$ cat src/design/esc_pkg.sv
package esc_pkg;

  localparam int FLOOR_COUNT = 4;
  localparam int FLOOR_W = 3;
  localparam int FLOOR_IDX_W = $clog2(FLOOR_COUNT);
  localparam int TIMER_W = 16;
  localparam logic [TIMER_W-1:0] DOOR_TICKS_RESET = 16'd300;
  localparam logic [TIMER_W-1:0] TIMER_MAX = '1;

  typedef enum logic [2:0] {
    MODE_IDLE  = 3'd0,
    MODE_UP    = 3'd1,
    MODE_DOWN  = 3'd2,
    MODE_DOORS = 3'd3,
    MODE_EMERG = 3'd4
  } mode_t;

  typedef enum logic [1:0] {
    DRV_REST = 2'd0,
    DRV_LOW  = 2'd1,
    DRV_HIGH = 2'd2
  } drive_t;

  // one datapath operation per cycle, issued by the controller
  typedef enum logic [2:0] {
    OP_NONE,
    OP_LOAD,
    OP_PRE,
    OP_CABIN,
    OP_REMOTE,
    OP_MODE,
    OP_EMIT
  } dp_op_t;

  typedef struct packed {
    dp_op_t                 op;
    logic [FLOOR_IDX_W-1:0] cabin_idx;
  } dp_cmd_t;

  typedef struct packed {
    logic local_trip;
    logic remote_trip;
  } dp_status_t;

endpackage

$ cat src/design/elevator_scan_controller_core.sv
// Elevator scan controller for a four-floor car, stepped once per tick word.
//
// Input channel (in_valid / in_stall): one tick word carries the floor sensor,
// new cabin presses, a dispatcher target and both emergency inputs. A word is
// taken when in_valid is high and in_stall is low.
// Output channel (out_valid / out_stall): exactly one status word per tick
// word: floor, target, mode, motor command, emergency latch, queued floors.
// Config channel (cfg_valid / cfg_ready): writes door_open_ticks; always
// ready, and meant to be written only while no tick is in flight.
//
// The controller walks each tick word in steps: sensor and local emergency,
// one cabin button per cycle, remote target, mode handler, hand-off. A local
// emergency goes straight from the sensor step to hand-off, a remote one
// from the remote step. A new tick word can be taken in the cycle after
// hand-off, and never before the last one has been handed off.
// A stalled output word stays in the output register while the next tick is
// taken and worked; hand-off of that tick waits until the word is taken.
// Reset (rst, synchronous): idle at floor one, no target, empty queue,
// timer zero, latch clear, motor at rest, door_open_ticks = 300.
module elevator_scan_controller_core (
  input  logic                            clk,
  input  logic                            rst,
  input  logic                            in_valid,
  output logic                            in_stall,
  input  logic [esc_pkg::FLOOR_W-1:0]     sensor_floor,
  input  logic [esc_pkg::FLOOR_COUNT-1:0] cabin_mask,
  input  logic [esc_pkg::FLOOR_W-1:0]     remote_target,
  input  logic                            remote_emergency,
  input  logic                            local_emergency,
  output logic                            out_valid,
  input  logic                            out_stall,
  output logic [esc_pkg::FLOOR_W-1:0]     floor_now,
  output logic [esc_pkg::FLOOR_W-1:0]     target_now,
  output logic [2:0]                      mode_code,
  output logic [1:0]                      motor_drive,
  output logic                            emergency_latched,
  output logic [esc_pkg::FLOOR_COUNT-1:0] queued_mask,
  input  logic                            cfg_valid,
  output logic                            cfg_ready,
  input  logic [esc_pkg::TIMER_W-1:0]     door_open_ticks
);
  import esc_pkg::*;

  dp_cmd_t    cmd;
  dp_status_t status;

  // config register takes a word in any cycle
  assign cfg_ready = 1'b1;

  // sequence the tick steps and own both handshakes
  esc_ctrl u_ctrl (
    .clk       (clk),
    .rst       (rst),
    .in_valid  (in_valid),
    .in_stall  (in_stall),
    .out_valid (out_valid),
    .out_stall (out_stall),
    .status    (status),
    .cmd       (cmd)
  );

  // hold mode, floor, queue, timer and latch; advance them per command
  esc_datapath u_datapath (
    .clk               (clk),
    .rst               (rst),
    .cmd               (cmd),
    .status            (status),
    .cfg_we            (cfg_valid && cfg_ready),
    .cfg_ticks         (door_open_ticks),
    .sensor_floor      (sensor_floor),
    .cabin_mask        (cabin_mask),
    .remote_target     (remote_target),
    .remote_emergency  (remote_emergency),
    .local_emergency   (local_emergency),
    .floor_now         (floor_now),
    .target_now        (target_now),
    .mode_code         (mode_code),
    .motor_drive       (motor_drive),
    .emergency_latched (emergency_latched),
    .queued_mask       (queued_mask)
  );

endmodule

$ cat src/design/esc_ctrl.sv
module esc_ctrl (
  input  logic                clk,
  input  logic                rst,
  input  logic                in_valid,
  output logic                in_stall,
  output logic                out_valid,
  input  logic                out_stall,
  input  esc_pkg::dp_status_t status,
  output esc_pkg::dp_cmd_t    cmd
);
  import esc_pkg::*;

  typedef enum logic [2:0] {
    ST_WAIT,
    ST_PRE,
    ST_CABIN,
    ST_REMOTE,
    ST_MODE,
    ST_EMIT
  } state_t;

  state_t                 state;
  logic [FLOOR_IDX_W-1:0] cabin_idx;
  logic                   emit_go;

  assign emit_go = (state == ST_EMIT) && (!out_valid || !out_stall);

  always_comb begin
    cmd.cabin_idx = cabin_idx;
    unique case (state)
      ST_WAIT:   cmd.op = in_valid ? OP_LOAD : OP_NONE;
      ST_PRE:    cmd.op = OP_PRE;
      ST_CABIN:  cmd.op = OP_CABIN;
      ST_REMOTE: cmd.op = OP_REMOTE;
      ST_MODE:   cmd.op = OP_MODE;
      ST_EMIT:   cmd.op = emit_go ? OP_EMIT : OP_NONE;
      default:   cmd.op = OP_NONE;
    endcase
  end

  always_ff @(posedge clk) begin
    if (rst) begin
      state     <= ST_WAIT;
      in_stall  <= 1'b0;
      out_valid <= 1'b0;
      cabin_idx <= '0;
    end else begin
      if (out_valid && !out_stall && !emit_go) begin
        out_valid <= 1'b0;
      end
      unique case (state)
        ST_WAIT: begin
          if (in_valid) begin
            state    <= ST_PRE;
            in_stall <= 1'b1;
          end
        end
        ST_PRE: begin
          cabin_idx <= '0;
          state     <= status.local_trip ? ST_EMIT : ST_CABIN;
        end
        ST_CABIN: begin
          cabin_idx <= cabin_idx + FLOOR_IDX_W'(1);
          if (cabin_idx == FLOOR_IDX_W'(FLOOR_COUNT - 1)) begin
            state <= ST_REMOTE;
          end
        end
        ST_REMOTE: begin
          state <= status.remote_trip ? ST_EMIT : ST_MODE;
        end
        ST_MODE: begin
          state <= ST_EMIT;
        end
        ST_EMIT: begin
          if (emit_go) begin
            out_valid <= 1'b1;
            in_stall  <= 1'b0;
            state     <= ST_WAIT;
          end
        end
        default: begin
          state <= ST_WAIT;
        end
      endcase
    end
  end

endmodule

$ cat src/design/esc_datapath.sv
module esc_datapath (
  input  logic                               clk,
  input  logic                               rst,
  input  esc_pkg::dp_cmd_t                   cmd,
  output esc_pkg::dp_status_t                status,
  input  logic                               cfg_we,
  input  logic [esc_pkg::TIMER_W-1:0]        cfg_ticks,
  input  logic [esc_pkg::FLOOR_W-1:0]        sensor_floor,
  input  logic [esc_pkg::FLOOR_COUNT-1:0]    cabin_mask,
  input  logic [esc_pkg::FLOOR_W-1:0]        remote_target,
  input  logic                               remote_emergency,
  input  logic                               local_emergency,
  output logic [esc_pkg::FLOOR_W-1:0]        floor_now,
  output logic [esc_pkg::FLOOR_W-1:0]        target_now,
  output logic [2:0]                         mode_code,
  output logic [1:0]                         motor_drive,
  output logic                               emergency_latched,
  output logic [esc_pkg::FLOOR_COUNT-1:0]    queued_mask
);
  import esc_pkg::*;

  typedef struct packed {
    mode_t  mode;
    drive_t motor;
    logic   doors;
  } move_t;

  // latched input word
  logic [FLOOR_W-1:0]     sensor_q;
  logic [FLOOR_COUNT-1:0] cabin_q;
  logic [FLOOR_W-1:0]     remote_q;
  logic                   remote_em_q;
  logic                   local_em_q;

  // controller state
  mode_t                  mode;
  logic [FLOOR_W-1:0]     floor_reg;
  logic [FLOOR_W-1:0]     target_reg;
  logic [FLOOR_COUNT-1:0] queued;
  logic [TIMER_W-1:0]     door_timer;
  logic                   emergency_flag;
  drive_t                 motor_reg;
  logic [TIMER_W-1:0]     door_ticks;

  mode_t                  mode_next;
  logic [FLOOR_W-1:0]     floor_next;
  logic [FLOOR_W-1:0]     target_next;
  logic [FLOOR_COUNT-1:0] queued_next;
  logic [TIMER_W-1:0]     timer_next;
  logic                   flag_next;
  drive_t                 motor_next;

  logic [FLOOR_W-1:0]     req_floor;
  logic                   req_en;
  logic                   assign_ok;
  logic [FLOOR_W-1:0]     scan_floor;
  logic [FLOOR_W-1:0]     away;
  logic [TIMER_W-1:0]     timer_inc;
  move_t                  move_req;
  move_t                  move_scan;

  function automatic logic floor_valid(input logic [FLOOR_W-1:0] f);
    return (f >= FLOOR_W'(1)) && (f <= FLOOR_W'(FLOOR_COUNT));
  endfunction

  function automatic logic [FLOOR_COUNT-1:0] floor_bit(input logic [FLOOR_W-1:0] f);
    return FLOOR_COUNT'(1) << (f - FLOOR_W'(1));
  endfunction

  function automatic move_t head_for(input logic [FLOOR_W-1:0] t,
                                     input logic [FLOOR_W-1:0] cur_f);
    move_t m;
    if (t > cur_f) begin
      m = '{mode: MODE_UP, motor: DRV_HIGH, doors: 1'b0};
    end else if (t < cur_f) begin
      m = '{mode: MODE_DOWN, motor: DRV_HIGH, doors: 1'b0};
    end else begin
      m = '{mode: MODE_DOORS, motor: DRV_REST, doors: 1'b1};
    end
    return m;
  endfunction

  // directional scan over the queued floors
  function automatic logic [FLOOR_W-1:0] next_floor(input logic [FLOOR_COUNT-1:0] q,
                                                    input logic [FLOOR_W-1:0] cur_f,
                                                    input mode_t m,
                                                    input logic [FLOOR_W-1:0] tgt);
    logic [FLOOR_W-1:0] above;
    logic [FLOOR_W-1:0] below;
    logic [FLOOR_W-1:0] best;
    logic [FLOOR_W-1:0] fl;
    logic               go_up;
    above = '0;
    below = '0;
    for (int i = FLOOR_COUNT - 1; i >= 0; i--) begin
      fl = FLOOR_W'(i + 1);
      if (q[i] && fl > cur_f) above = fl;
    end
    for (int i = 0; i < FLOOR_COUNT; i++) begin
      fl = FLOOR_W'(i + 1);
      if (q[i] && fl < cur_f) below = fl;
    end
    go_up = (m == MODE_UP) || (m == MODE_IDLE && tgt != '0 && tgt > cur_f);
    if (go_up) begin
      best = (above != '0) ? above : below;
    end else begin
      best = (below != '0) ? below : above;
    end
    // nothing above or below: only the current floor can be queued
    if ((m == MODE_IDLE || m == MODE_DOORS) && best == '0 && q != '0) begin
      best = cur_f;
    end
    return best;
  endfunction

  assign status.local_trip  = local_em_q && !emergency_flag;
  assign status.remote_trip = remote_em_q && !emergency_flag;

  assign req_floor = (cmd.op == OP_CABIN) ? FLOOR_W'(cmd.cabin_idx) + FLOOR_W'(1) : remote_q;
  assign req_en    = (cmd.op == OP_CABIN) ? cabin_q[cmd.cabin_idx]
                   : (floor_valid(remote_q) && remote_q != floor_reg);
  assign assign_ok = req_en && !emergency_flag && floor_valid(req_floor)
                   && !(req_floor == floor_reg && mode == MODE_IDLE)
                   && ((queued & floor_bit(req_floor)) == '0);

  assign scan_floor = next_floor(queued, floor_reg, mode, target_reg);
  assign move_req   = head_for(req_floor, floor_reg);
  assign move_scan  = head_for(scan_floor, floor_reg);
  assign away       = (mode == MODE_UP) ? target_reg - floor_reg : floor_reg - target_reg;
  assign timer_inc  = (door_timer == TIMER_MAX) ? door_timer : door_timer + TIMER_W'(1);

  always_comb begin
    mode_next   = mode;
    floor_next  = floor_reg;
    target_next = target_reg;
    queued_next = queued;
    timer_next  = door_timer;
    flag_next   = emergency_flag;
    motor_next  = motor_reg;
    unique case (cmd.op)
      OP_PRE: begin
        if (status.local_trip) begin
          mode_next   = MODE_EMERG;
          flag_next   = 1'b1;
          target_next = '0;
          queued_next = '0;
          motor_next  = DRV_REST;
        end else if (floor_valid(sensor_q)) begin
          floor_next = sensor_q;
        end
      end
      OP_CABIN, OP_REMOTE: begin
        if (assign_ok) begin
          queued_next = queued | floor_bit(req_floor);
          if (mode == MODE_IDLE) begin
            target_next = req_floor;
            mode_next   = move_req.mode;
            motor_next  = move_req.motor;
            if (move_req.doors) begin
              timer_next  = '0;
              queued_next = queued_next & ~floor_bit(floor_reg);
            end
          end
        end
        if (cmd.op == OP_REMOTE && status.remote_trip) begin
          mode_next   = MODE_EMERG;
          flag_next   = 1'b1;
          target_next = '0;
          queued_next = '0;
          motor_next  = DRV_REST;
        end
      end
      OP_MODE: begin
        unique case (mode)
          MODE_IDLE: begin
            if (queued != '0) begin
              target_next = scan_floor;
              if (scan_floor != '0) begin
                mode_next  = move_scan.mode;
                motor_next = move_scan.motor;
                if (move_scan.doors) begin
                  timer_next  = '0;
                  queued_next = queued & ~floor_bit(floor_reg);
                end
              end
            end
          end
          MODE_UP, MODE_DOWN: begin
            // slow down one floor before the target
            if (target_reg != '0 && away <= FLOOR_W'(1)) begin
              motor_next = DRV_LOW;
            end
            if (floor_reg == target_reg) begin
              mode_next   = MODE_DOORS;
              timer_next  = '0;
              motor_next  = DRV_REST;
              queued_next = queued & ~floor_bit(floor_reg);
            end
          end
          MODE_DOORS: begin
            timer_next = timer_inc;
            if (timer_inc >= door_ticks) begin
              if (queued != '0) begin
                target_next = scan_floor;
                if (scan_floor != '0) begin
                  mode_next  = move_scan.mode;
                  motor_next = move_scan.motor;
                  if (move_scan.doors) begin
                    timer_next  = '0;
                    queued_next = queued & ~floor_bit(floor_reg);
                  end
                end
              end else begin
                mode_next   = MODE_IDLE;
                target_next = '0;
                motor_next  = DRV_REST;
              end
            end
          end
          MODE_EMERG: begin
          end
          default: begin
            mode_next   = MODE_IDLE;
            target_next = '0;
            motor_next  = DRV_REST;
          end
        endcase
      end
      default: begin
      end
    endcase
  end

  always_ff @(posedge clk) begin
    if (rst) begin
      mode           <= MODE_IDLE;
      floor_reg      <= FLOOR_W'(1);
      target_reg     <= '0;
      queued         <= '0;
      door_timer     <= '0;
      emergency_flag <= 1'b0;
      motor_reg      <= DRV_REST;
      door_ticks     <= DOOR_TICKS_RESET;
    end else begin
      mode           <= mode_next;
      floor_reg      <= floor_next;
      target_reg     <= target_next;
      queued         <= queued_next;
      door_timer     <= timer_next;
      emergency_flag <= flag_next;
      motor_reg      <= motor_next;
      if (cfg_we) begin
        door_ticks <= cfg_ticks;
      end
    end
  end

  always_ff @(posedge clk) begin
    if (cmd.op == OP_LOAD) begin
      sensor_q    <= sensor_floor;
      cabin_q     <= cabin_mask;
      remote_q    <= remote_target;
      remote_em_q <= remote_emergency;
      local_em_q  <= local_emergency;
    end
    if (cmd.op == OP_EMIT) begin
      floor_now         <= floor_reg;
      target_now        <= target_reg;
      mode_code         <= mode;
      motor_drive       <= motor_reg;
      emergency_latched <= emergency_flag;
      queued_mask       <= queued;
    end
  end

endmodule
$ cat config.mk
export PLATFORM = sky130hd
export DESIGN_NAME = elevator_scan_controller_core
export DESIGN_NICKNAME = d
export VERILOG_FILES = /design/src/design/esc_pkg.sv /design/src/design/elevator_scan_controller_core.sv /design/src/design/esc_ctrl.sv /design/src/design/esc_datapath.sv
export SDC_FILE = /design/constraint.sdc
export NUM_CORES = 1
export LEC_CHECK = 0
export BUFFER_PORTS_ARGS = -buffer_cell sky130_fd_sc_hd__buf_2
export CORE_MARGIN = 1
export CORE_UTILIZATION = 44
export CTS_CLUSTER_SIZE = 10
export DETAILED_ROUTE_END_ITERATION = 16
export SLEW_MARGIN = 5
export SYNTH_ARGS = -nofsm -noshare
export SYNTH_HDL_FRONTEND = slang
export SYNTH_HIERARCHICAL = 1
export SYNTH_SLANG_ARGS = --single-unit
$ cat constraint.sdc
create_clock -name clk -period 4.45 [get_ports clk]
set_input_delay 0.445 -clock clk [delete_from_list [all_inputs] [get_ports clk]]
set_output_delay 0.445 -clock clk [all_outputs]
set_load 0.005 [all_outputs]
==> metrics.md, run 1 <==
| Metric | Value |
|---|---|
| Worst slew margin | `37.9%` |
| Most used flip-flop cell after synthesis | `dfxtp_1` |
| Worst r2r src | `u_datapath/door_timer[5]$_SDFFE_PP0P_` |
| Ant diodes | `0` |
| # hold bufs at CTS | `0` |
| Rows | `39` |
| Leakage | `2.40 nW` |
| Reg2Reg Setup Slack | `200 ps` |
| Drt drc | `0` |
| Placed Cells incl. Taps | `about 750` |
| Syn_nets | `642` |
| Port Buffers | `50` |
| Via count | `4542` |
| Routed WL | `12700 um` |
| Die height | `110 um` |
| Worst Hold Class | `in2reg` |
| Final period util | `95.5%` |
| Crit. End Element | `register` |
| Power Total | `roughly 2.5 mW` |
| Worst-Margin Slew | `between 900 and 1000 ps` |
| Drt pass-1 iters | `5` |
| Initial Utilization | `between 40% and 50%` |
| Final setup skew | `a little under 10 ps` |
| Synth Register Bits | `83` |
| CTS buffer count | `9` |
| Crit. Startpoint | `u_datapath/door_timer[5]$_SDFFE_PP0P_` |
| Post-synth EDFFs | `28` |
| CTS root buf | `clkbuf_16` |
| Worst Path Class, Setup | `reg2reg` |
| Status | `completed` |
| Biggest regs | `u_datapath/door_ticks (16), u_datapath/door_timer (16)` |
| Area delta synth->final | `13.7%` |
| Slew Viols, Final | `0` |
| Worst-case clock buffer depth | `2` |
| Largest net degree at the start of global routing | `38` |
| MaxCap Viol Count | `0` |
| Syn. warnings | `6` |
| Die area | `0.0122 mm2` |
| Overflow after GRT | `0` |
| Iter 0 DRT Violations | `~240` |
| First-pass GRT wire length | `around 20000 um` |
| Routed Antenna Nets | `0` |
| Share of cells above drive strength 1 | `around 17%` |
| Clock slew at reported path FFs | `about 60 ps` |
| Antenna violations before repair | `0` |
| Core area | `about 0.011 mm2` |
| Vias in the first global route | `between 4000 and 5000` |
| Clock sink total | `83` |
| Synth Instances | `576` |
| DP Wirelength | `just over 9000 um` |
| Synth area leader | `dfxtp_1` |
| Final Hold Fails | `0` |
| CP Data Required Time | `approximately 4700 ps` |
| Routed wire per std cell | `16.5 um` |
| CTS tree | `done` |
| Arrival @ worst endpoint | `4470 ps` |
| Crit-path max FO | `13` |
| Depth of the worst register-to-register path | `16` |
| Hold Path Depth | `1` |
| Setup crit start kind | `register` |
| Worst skew pair latency | `340 ps` |
| Area share of the largest cell type after synthesis | `21.3%` |
| # IOs | `52` |
| Pwr Density | `432 mW/mm2` |
| Hold Slack | `275 ps` |
| Post-route worst setup slack | `~200 ps` |
| Post-route setup TNS | `0 ps` |
| Vias per std cell | `5.88` |
| Ys async rst share | `0%` |
| Mapped Area | `0.00516 mm2` |
| Peak VDD IR | `between 0.2 and 0.3 mV` |
| Minimum clock period | `4250 ps` |
| Worst r2r dst | `u_datapath/door_timer[0]$_SDFFE_PP0P_` |
| Yosys cell types | `76` |
| Post-Layout Cell Count | `~770` |
| Die Wd | `around 110 um` |
| Worst hold path startpoint | `cabin_mask[1]` |
| GP Congestion | `around 0.9` |
| Fmax achieved | `between 200 and 250 MHz` |
| Unrepaired setup endpoints after global routing | `true` |
| Final setup vio count | `0` |
| Post-synthesis sequential area ratio | `37.6%` |
| Fillers | `about 1100` |
| Syn_area_per_cell | `8.96 um2` |
| Hold EP | `u_datapath/cabin_q[1]$_DFFE_PN_` |
| Htree depth | `3` |
| Synth top area cells | `dfxtp_1, edfxtp_1, ha_1, a21oi_1, nand2_1` |
| Pre-CTS setup slack | `-114 ps` |
| Final #Nets | `690` |
| Gr usage total | `22.0%` |
## critical path: stages, from the launching register on
cell and delay (ps):
dfxtp_1 420, and4_1 280, nand4_1 270, nor4_4 370
buf_4 210, nor2_1 70, and3_1 200, nand2b_1 90
nand2_1 60, ha_1 260, o2111ai_1 140, or4_1 550
o211ai_1 240, a21oi_1 230, o31a_2 440, a21oi_1 180
mux2i_1 90
## cell families after synthesis
logic type | Yosys count | synth area share [%]
compound gates | 166 | 22.8
flops | 83 | 37.6
buf+inv | 65 | 5.82
simple gates | 198 | 19.8
xor+xnor | 10 | 1.70
mux | 20 | 3.93
other cells | 1 | 0.0727
fa+ha+maj | 33 | 8.29
## worst max path at each step
| stage | endpoint | slack (ps) | cells past startpoint |
|---|---|---|---|
| floorplan | u_datapath/door_timer[0]$_SDFFE_PP0P_ | 550 | 17 |
| global placement | u_datapath/target_reg[1]$_SDFFE_PP0P_ | 0.6 | 15 |
| detailed placement | u_datapath/target_reg[1]$_SDFFE_PP0P_ | -110 | 13 |
| CTS | u_datapath/door_timer[0]$_SDFFE_PP0P_ | 50 | 13 |
| global route | u_datapath/door_timer[0]$_SDFFE_PP0P_ | -60 | 16 |
| finish | u_datapath/door_timer[0]$_SDFFE_PP0P_ | 200 | 16 |
## report_power, final
part | total [mW] | switching [mW] | leakage [nW] | internal (mW)
sequential | 0.969 | 0.0859 | 0.709 | 0.883
combinational | 0.830 | 0.506 | 1.55 | 0.324
clock | 0.736 | 0.296 | 0.146 | 0.440
## layer usage
metal	up-vias	global-route usage (%)	share of wire [%]
met5	-	0	0
met4	0	8.74	1.9
met3	20	4.23	5.7
met2	147	34.4	46
met1	2138	29.9	46
li1	2237	-	-
## cells in the final DEF, fill, tap and decap left out, types with 4 or more instances in the layout
cell type | Yosys | final
nor2_1 | 46 | 46
nor4_1 | 5 | 4
buf_2 | 9 | 50
a311oi_1 | 5 | 5
a31oi_1 | 9 | 9
edfxtp_1 | 28 | 28
dfxtp_1 | 55 | 52
or2_2 | 4 | 4
clkbuf_16 | 0 | 9
nor2b_1 | 7 | 7
buf_4 | 4 | 13
a2bb2oi_1 | 4 | 4
nor3_1 | 17 | 15
o211ai_1 | 8 | 8
nand3_1 | 23 | 23
xnor2_1 | 5 | 5
a21oi_1 | 39 | 39
inv_1 | 37 | 37
and2_1 | 4 | 4
nand2_1 | 50 | 50
a211oi_1 | 8 | 7
nand2b_1 | 9 | 9
and3_1 | 5 | 5
ha_1 | 31 | 31
o21a_1 | 10 | 10
xor2_1 | 5 | 5
nand4_1 | 4 | 4
a22o_1 | 10 | 10
a21o_1 | 8 | 8
o21ai_0 | 22 | 22
or3_1 | 5 | 5
mux2i_1 | 18 | 17
clkbuf_8 | 0 | 4
## cells in the mapped netlist, drive strengths merged, types with 3 or more instances
master	count
o31ai	4
a2bb2oi	4
nor4	8
o21ai	25
a41o	3
nor2	46
buf	17
or2	5
a31oi	10
a22o	10
xnor2	5
clkbuf	9
o2111ai	3
nand2b	9
nand4	4
o211ai	8
a311oi	5
nand3	24
or3	5
edfxtp	28
nor2b	7
a21oi	39
mux2i	18
xor2	5
and3	5
o21a	10
ha	31
dfxtp	55
and2	5
nand3b	3
o32ai	3
inv	38
a211oi	10
nor3	17
nand2	50
a21o	8
## final cells by class
type | instances | area (um2) | share of cell area, %
multi-input cells | 428 | 2960 | 50.4
flip-flops and latches | 83 | 1950 | 33.2
repair buffers | 63 | 348 | 5.93
clock buffers | 15 | 288 | 4.90
well taps | 143 | 179 | 3.05
inverters | 39 | 146 | 2.49
clock inverters | 1 | 6.26 | 0.107
## through the flow
| step | util, % | cell area [um2] |
|---|---|---|
| 2_1_floorplan | - | 5160 |
| 3_3_place_gp | 48.3 | 5510 |
| 3_5_place_dp | 48.3 | 5510 |
| 4_1_cts | 50.9 | 5810 |
| 5_1_grt | 51.4 | 5870 |
| 6_report | 51.4 | 5870 |
## repair_timing
action,in CTS,in global routing
buffers inserted,0,3
pin swaps,0,2
endpoints found under the setup margin,6,28
gates resized for setup,1,10
Note: power is estimated with default switching activity, not from simulation.
==> run 2: changes to the inputs <==
--- a/config.mk
+++ b/config.mk
@@ -10,6 +10,7 @@
 export CORE_UTILIZATION = 44
 export CTS_CLUSTER_SIZE = 10
 export DETAILED_ROUTE_END_ITERATION = 16
+export PLACE_DENSITY_LB_ADDON = 0.1
 export SLEW_MARGIN = 5
 export SYNTH_ARGS = -nofsm -noshare
 export SYNTH_HDL_FRONTEND = slang
==> run 2 against run 1 <==
  * Critical endpoint is now u_datapath/motor_reg[1]$_SDFFE_PP0P_
  * Combinational power fell by 2%
  * Sequential power rose by 0.5%
  * Largest power group unchanged
  * Clock-buffer cell count fell by 3
==> metrics.md, run 2 (synthesized netlist as in run 1, its figures left out) <==
| Metric | Value |
|---|---|
| Status | `completed` |
| Final setup vio count | `0` |
| Drt pass-1 iters | `7` |
| Worst hold path startpoint | `remote_emergency` |
| Initial Utilization | `45.2%` |
| Routed Antenna Nets | `0` |
| Unrepaired setup endpoints after global routing | `false` |
| Worst Path Class, Setup | `reg2reg` |
| Worst r2r dst | `u_datapath/motor_reg[1]$_SDFFE_PP0P_` |
| Area delta synth->final | `13.2%` |
| Minimum clock period | `4170 ps` |
| Post-route setup TNS | `0 ps` |
| Most common cell after layout, fill and taps aside | `dfxtp_1` |
| CTS tree | `done` |
| Antenna violations before repair | `0` |
| Crit. End Element | `register` |
| GP Congestion | `0.949` |
| CTS root buf | `clkbuf_16` |
| Crit-path max FO | `16` |
| Worst Hold Class | `in2reg` |
| Crit. Startpoint | `u_ctrl/state[2]$_SDFFE_PP0P_` |
| Routed wire per std cell | `between 15 and 20 um` |
| Power Total | `2.51 mW` |
| Final setup skew | `a little over 7 ps` |
| Clock sink total | `83` |
| Pre-CTS setup slack | `roughly 230 ps` |
| Routed WL | `12500 um` |
| NetSw | `0.889 mW` |
| Final period util | `a little over nine tenths` |
| Post-route worst setup slack | `279 ps` |
| Biggest regs | `u_datapath/door_ticks (16), u_datapath/door_timer (16)` |
| Sw Ratio | `35.4%` |
| Ant diodes | `0` |
| Overflow after GRT | `0` |
| Worst-Margin Slew | `842 ps` |
| CP Data Required Time | `roughly 4700 ps` |
| Worst-case clock buffer depth | `2` |
| Clock Power Share | `28.9%` |
| Die Wd | `110 um` |
| Final #Nets | `691` |
| Combinational share of power | `32.4%` |
| Rows | `39` |
| Port Buffers | `50` |
| Worst skew pair latency | `between 300 and 400 ps` |
| Via count | `4503` |
| Internal cell power | `1.62 mW` |
| Sequential Power Share | `between 30% and 40%` |
| Reg2Reg Setup Slack | `280 ps` |
| MaxCap Viol Count | `0` |
| Clock slew at reported path FFs | `60 ps` |
| DP Wirelength | `9190 um` |
| Depth of the worst register-to-register path | `16` |
| Drt drc | `0` |
| Vias in the first global route | `4186` |
| Largest net degree at the start of global routing | `38` |
| Arrival @ worst endpoint | `approximately 4400 ps` |
| Peak VDD IR | `0.243 mV` |
| Worst slew margin | `around 44%` |
| Fillers | `1103` |
| First-pass GRT wire length | `20300 um` |
| Fmax achieved | `between 200 and 250 MHz` |
| Pwr Density | `approximately 430 mW/mm2` |
| CTS buffer count | `9` |
| Final Hold Fails | `0` |
| Share of cells above drive strength 1 | `between 10% and 20%` |
| Slew Viols, Final | `0` |
| Hold EP | `u_datapath/remote_em_q$_DFFE_PN_` |
| Most frequent cells in the layout | `dfxtp_1, buf_2, nand2_1, nor2_1, a21oi_1` |
| Leakage | `2.41 nW` |
| Htree depth | `3` |
| Vias per std cell | `5.83` |
| Die area | `0.0122 mm2` |
| Core area | `0.0114 mm2` |
| Die height | `110 um` |
| # IOs | `52` |
| Worst r2r src | `u_ctrl/state[2]$_SDFFE_PP0P_` |
| Iter 0 DRT Violations | `231` |
| Gr usage total | `22.0%` |
| Setup crit start kind | `register` |
| Hold Path Depth | `1` |
[run 2: what timing repair did]
item,in CTS,in global routing
setup endpoints to repair,0,28
gates resized for setup,0,4
buffers inserted,0,2
hold buffers,0,0
endpoints found under the hold margin,0,0
[run 2: cell type report]
class,count,area (um2),area share (%)
multi-input combinational,428,2930,50.1
sequential,83,1950,33.3
timing repair buffer,64,355,6.08
clock buffer,12,268,4.58
tap,143,179,3.06
inverter,39,146,2.51
clock inverter,4,21.3,0.364
[run 2: through the flow]
step	util, %	cells	hold slack, ps	area, um2
4_1_cts	50.9	771	261	5820
6_report	51.2	773	276	5840
3_5_place_dp	48.4	755	433	5530
5_1_grt	51.2	773	264	5840
3_3_place_gp	48.4	755	430	5530
2_1_floorplan	-	576	403	5160
[run 2: power by group through the flow]
stage / Clock (mW) / Combinational (mW) / Sequential [mW]
finish: 0.725 / 0.812 / 0.974
global route: 0.774 / 0.896 / 0.988
CTS: 0.745 / 0.795 / 0.971
detailed placement: 0 / 0.790 / 0.988
global placement: 0 / 0.777 / 0.982
floorplan: 0 / 0.639 / 0.948
[run 2: worst max-delay path by stage]
stage,slack (ps),endpoint,depth (start not counted)
after CTS,190,u_datapath/motor_reg[1]$_SDFFE_PP0P_,16
after global placement,230,u_datapath/motor_reg[1]$_SDFFE_PP0P_,16
final,280,u_datapath/motor_reg[1]$_SDFFE_PP0P_,16
after detailed placement,230,u_datapath/motor_reg[1]$_SDFFE_PP0P_,16
after global routing,9,u_datapath/target_reg[0]$_SDFFE_PP0P_,17
after floorplan,550,u_datapath/door_timer[0]$_SDFFE_PP0P_,17
[run 2: layer usage]
layer,wire length (um),up-vias,global-route usage (%),share of wire (%)
met3,707,19,4.00,5.6
met5,0,-,0,0
met2,5370,162,32.3,43
met4,270,0,10.7,2.2
li1,-,2239,-,-
met1,6180,2083,31.0,49
[run 2: critical path: stages, from the launching register on]
cell and delay, ps:
dfxtp_2 510, nand2_1 100, o22ai_1 350, nand3b_1 340
mux2i_1 460, inv_1 160, nand2_1 120, inv_1 50
ha_1 180, a211oi_1 230, o21ai_0 170, a211oi_2 240
a31oi_1 200, or2_4 300, nor4_4 310, a21oi_1 100
a311oi_1 240
==> run 3: changes to the inputs <==
--- a/config.mk
+++ b/config.mk
@@ -6,6 +6,8 @@
 export NUM_CORES = 1
 export LEC_CHECK = 0
 export BUFFER_PORTS_ARGS = -buffer_cell sky130_fd_sc_hd__buf_2
+export CELL_PAD_IN_SITES_DETAIL_PLACEMENT = 0
+export CELL_PAD_IN_SITES_GLOBAL_PLACEMENT = 1
 export CORE_MARGIN = 1
 export CORE_UTILIZATION = 44
 export CTS_CLUSTER_SIZE = 10
==> run 3 against run 2 <==
  * Worst hold slack got worse by 4.9 ps
  * Largest power group unchanged
  * Worst setup slack worse by 53 ps
  * Power is 0.70% higher
  * Combinational power rose by 3.0%
  * Clock power is 1% higher
  * Critical path depth is 2 lower
  * First-iteration DRC count is 11% higher
  * Global-route usage rose by 0.63 points
  * Register-to-register slack worse by 50 ps
  * Sequential power is 1% lower
  * Clock-buffer cell count is 1 higher
==> metrics.md, run 3 (synthesized netlist as in run 1, its figures left out) <==
| Metric | Value |
|---|---|
| Iter 0 DRT Violations | `257` |
| Met2 GRT Util | `33.8%` |
| Worst Path Class, Setup | `reg2reg` |
| Die Wd | `roughly 110 um` |
| Htree depth | `3` |
| Initial Utilization | `45.2%` |
| Clock sink total | `83` |
| Ant diodes | `0` |
| Die height | `110 um` |
| Worst r2r src | `u_datapath/door_timer[5]$_SDFFE_PP0P_` |
| Arrival @ worst endpoint | `4470 ps` |
| Rows | `39` |
| Post-route setup TNS | `0 ps` |
| Routed WL | `12800 um` |
| Sw Ratio | `35.3%` |
| Placed Cells incl. Taps | `about 750` |
| Final setup skew | `9.44 ps` |
| Drt pass-1 iters | `5` |
| Leakage | `2.40 nW` |
| NetSw | `0.893 mW` |
| DP Wirelength | `9440 um` |
| # hold bufs at CTS | `0` |
| Internal cell power | `1.64 mW` |
| Fillers | `1121` |
| Routed wire per std cell | `16.6 um` |
| Most frequent cells in the layout | `dfxtp_1, buf_2, nand2_1, nor2_1, a21oi_1` |
| CTS tree | `done` |
| Clock slew at reported path FFs | `about 60 ps` |
| Crit. End Element | `register` |
| Slew Viols, Final | `0` |
| Routed Antenna Nets | `0` |
| MaxCap Viol Count | `0` |
| CP Data Required Time | `around 4700 ps` |
| Setup crit start kind | `register` |
| Share of cells above drive strength 1 | `approximately 16%` |
| Worst slew margin | `~40%` |
| Vias in the first global route | `4155` |
| Peak VDD IR | `0.246 mV` |
| Pwr Density | `432 mW/mm2` |
| Post-Layout Cell Count | `just under 800` |
| Core area | `about 0.011 mm2` |
| Clock Power Share | `29.0%` |
| Largest net degree at the start of global routing | `38` |
| # IOs | `52` |
| Antenna violations before repair | `0` |
| Gr usage total | `22.6%` |
| Final Hold Fails | `0` |
| Fmax achieved | `around 240 MHz` |
| Worst Hold Class | `in2reg` |
| CTS root buf | `clkbuf_16` |
| Worst skew pair latency | `350 ps` |
| Combinational share of power | `33.1%` |
| Met3 Use GR | `3.23%` |
| Die area | `0.0122 mm2` |
| Via count | `~4500` |
| Biggest regs | `u_datapath/door_ticks (16), u_datapath/door_timer (16)` |
| CTS buffer count | `9` |
| Worst-case clock buffer depth | `2` |
| Met1 Track Usage GR | `32.4%` |
| Port Buffers | `50` |
| Crit-path max FO | `6` |
| Power Total | `approximately 2.5 mW` |
| Overflow after GRT | `0` |
| Worst-Margin Slew | `899 ps` |
| Area delta synth->final | `13.4%` |
| Worst hold path startpoint | `sensor_floor[1]` |
| Minimum clock period | `4220 ps` |
| GRT busiest layer | `met2` |
| Status | `completed` |
| GP Congestion | `0.946` |
| Final period util | `a little over nine tenths` |
| Vias per std cell | `5.84` |
| Final #Nets | `between 600 and 700` |
| Util after Layout | `51.3%` |
| First-pass GRT wire length | `~21000 um` |
| Drt drc | `0` |
| Final setup vio count | `0` |
| Most common cell after layout, fill and taps aside | `dfxtp_1` |
| Crit. Startpoint | `u_datapath/door_timer[5]$_SDFFE_PP0P_` |
| Sequential Power Share | `38.0%` |
[run 3: timing repair]
item,in CTS,in global routing
setup buffers,0,2
gates resized for setup,1,5
setup endpoints to repair,7,28
pin swaps,0,2
[run 3: worst paths after layout]
check                                                              to  slack [ps]  depth (start not counted)
worst max-delay path            u_datapath/target_reg[1]$_SDFFE_PP0P_         230                         14
worst min-delay path                 u_datapath/sensor_q[1]$_DFFE_PN_         270                          1
worst max register to register  u_datapath/target_reg[1]$_SDFFE_PP0P_         230                         14
worst min register to register    u_datapath/motor_drive[1]$_DFFE_PN_         450                          0
[run 3: critical path, stage by stage, from the launching register on]
cell and delay [ps]:
dfxtp_1 420, and4_1 290, nand4_1 310, nor4_4 370
buf_4 170, xor2_1 150, ha_1 240, nand2b_1 150
a2111oi_1 580, or4_1 200, o211ai_1 210, a211oi_2 500
nor3_1 130, and2_4 190, o32ai_1 210
[run 3: power groups by stage]
| stage | Clock [mW] | Combinational [mW] | Sequential [mW] |
|---|---|---|---|
| detailed placement | 0 | 0.816 | 0.976 |
| finish | 0.733 | 0.836 | 0.960 |
| CTS | 0.751 | 0.821 | 0.959 |
| global route | 0.783 | 0.929 | 0.971 |
| global placement | 0 | 0.802 | 0.972 |
| floorplan | 0 | 0.639 | 0.948 |
[run 3: final cells by class]
cell class | instances | area [um2] | area share [%]
Tap cell | 143 | 179 | 3.06
Multi-Input combinational cell | 428 | 2950 | 50.3
Timing Repair Buffer | 63 | 348 | 5.94
Sequential cell | 83 | 1940 | 33.2
Clock inverter | 3 | 20.0 | 0.342
Clock buffer | 13 | 272 | 4.64
Inverter | 39 | 146 | 2.50
[run 3: metal layers]
metal | share of wire (%) | vias to the layer above | routed length [um]
met5 | 0 | - | 0
met4 | 2.4 | 0 | 302
met3 | 4.7 | 19 | 597
met2 | 43 | 126 | 5470
met1 | 50 | 2132 | 6410
li1 | - | 2235 | -
[run 3: through the flow]
stage	worst slack (ps)	instance area, um2	hold slack [ps]
global route	-12.7	5850	269
detailed placement	-99.8	5520	434
CTS	78.0	5820	264
floorplan	551	5160	403
finish	226	5850	271
global placement	-85.6	5520	431
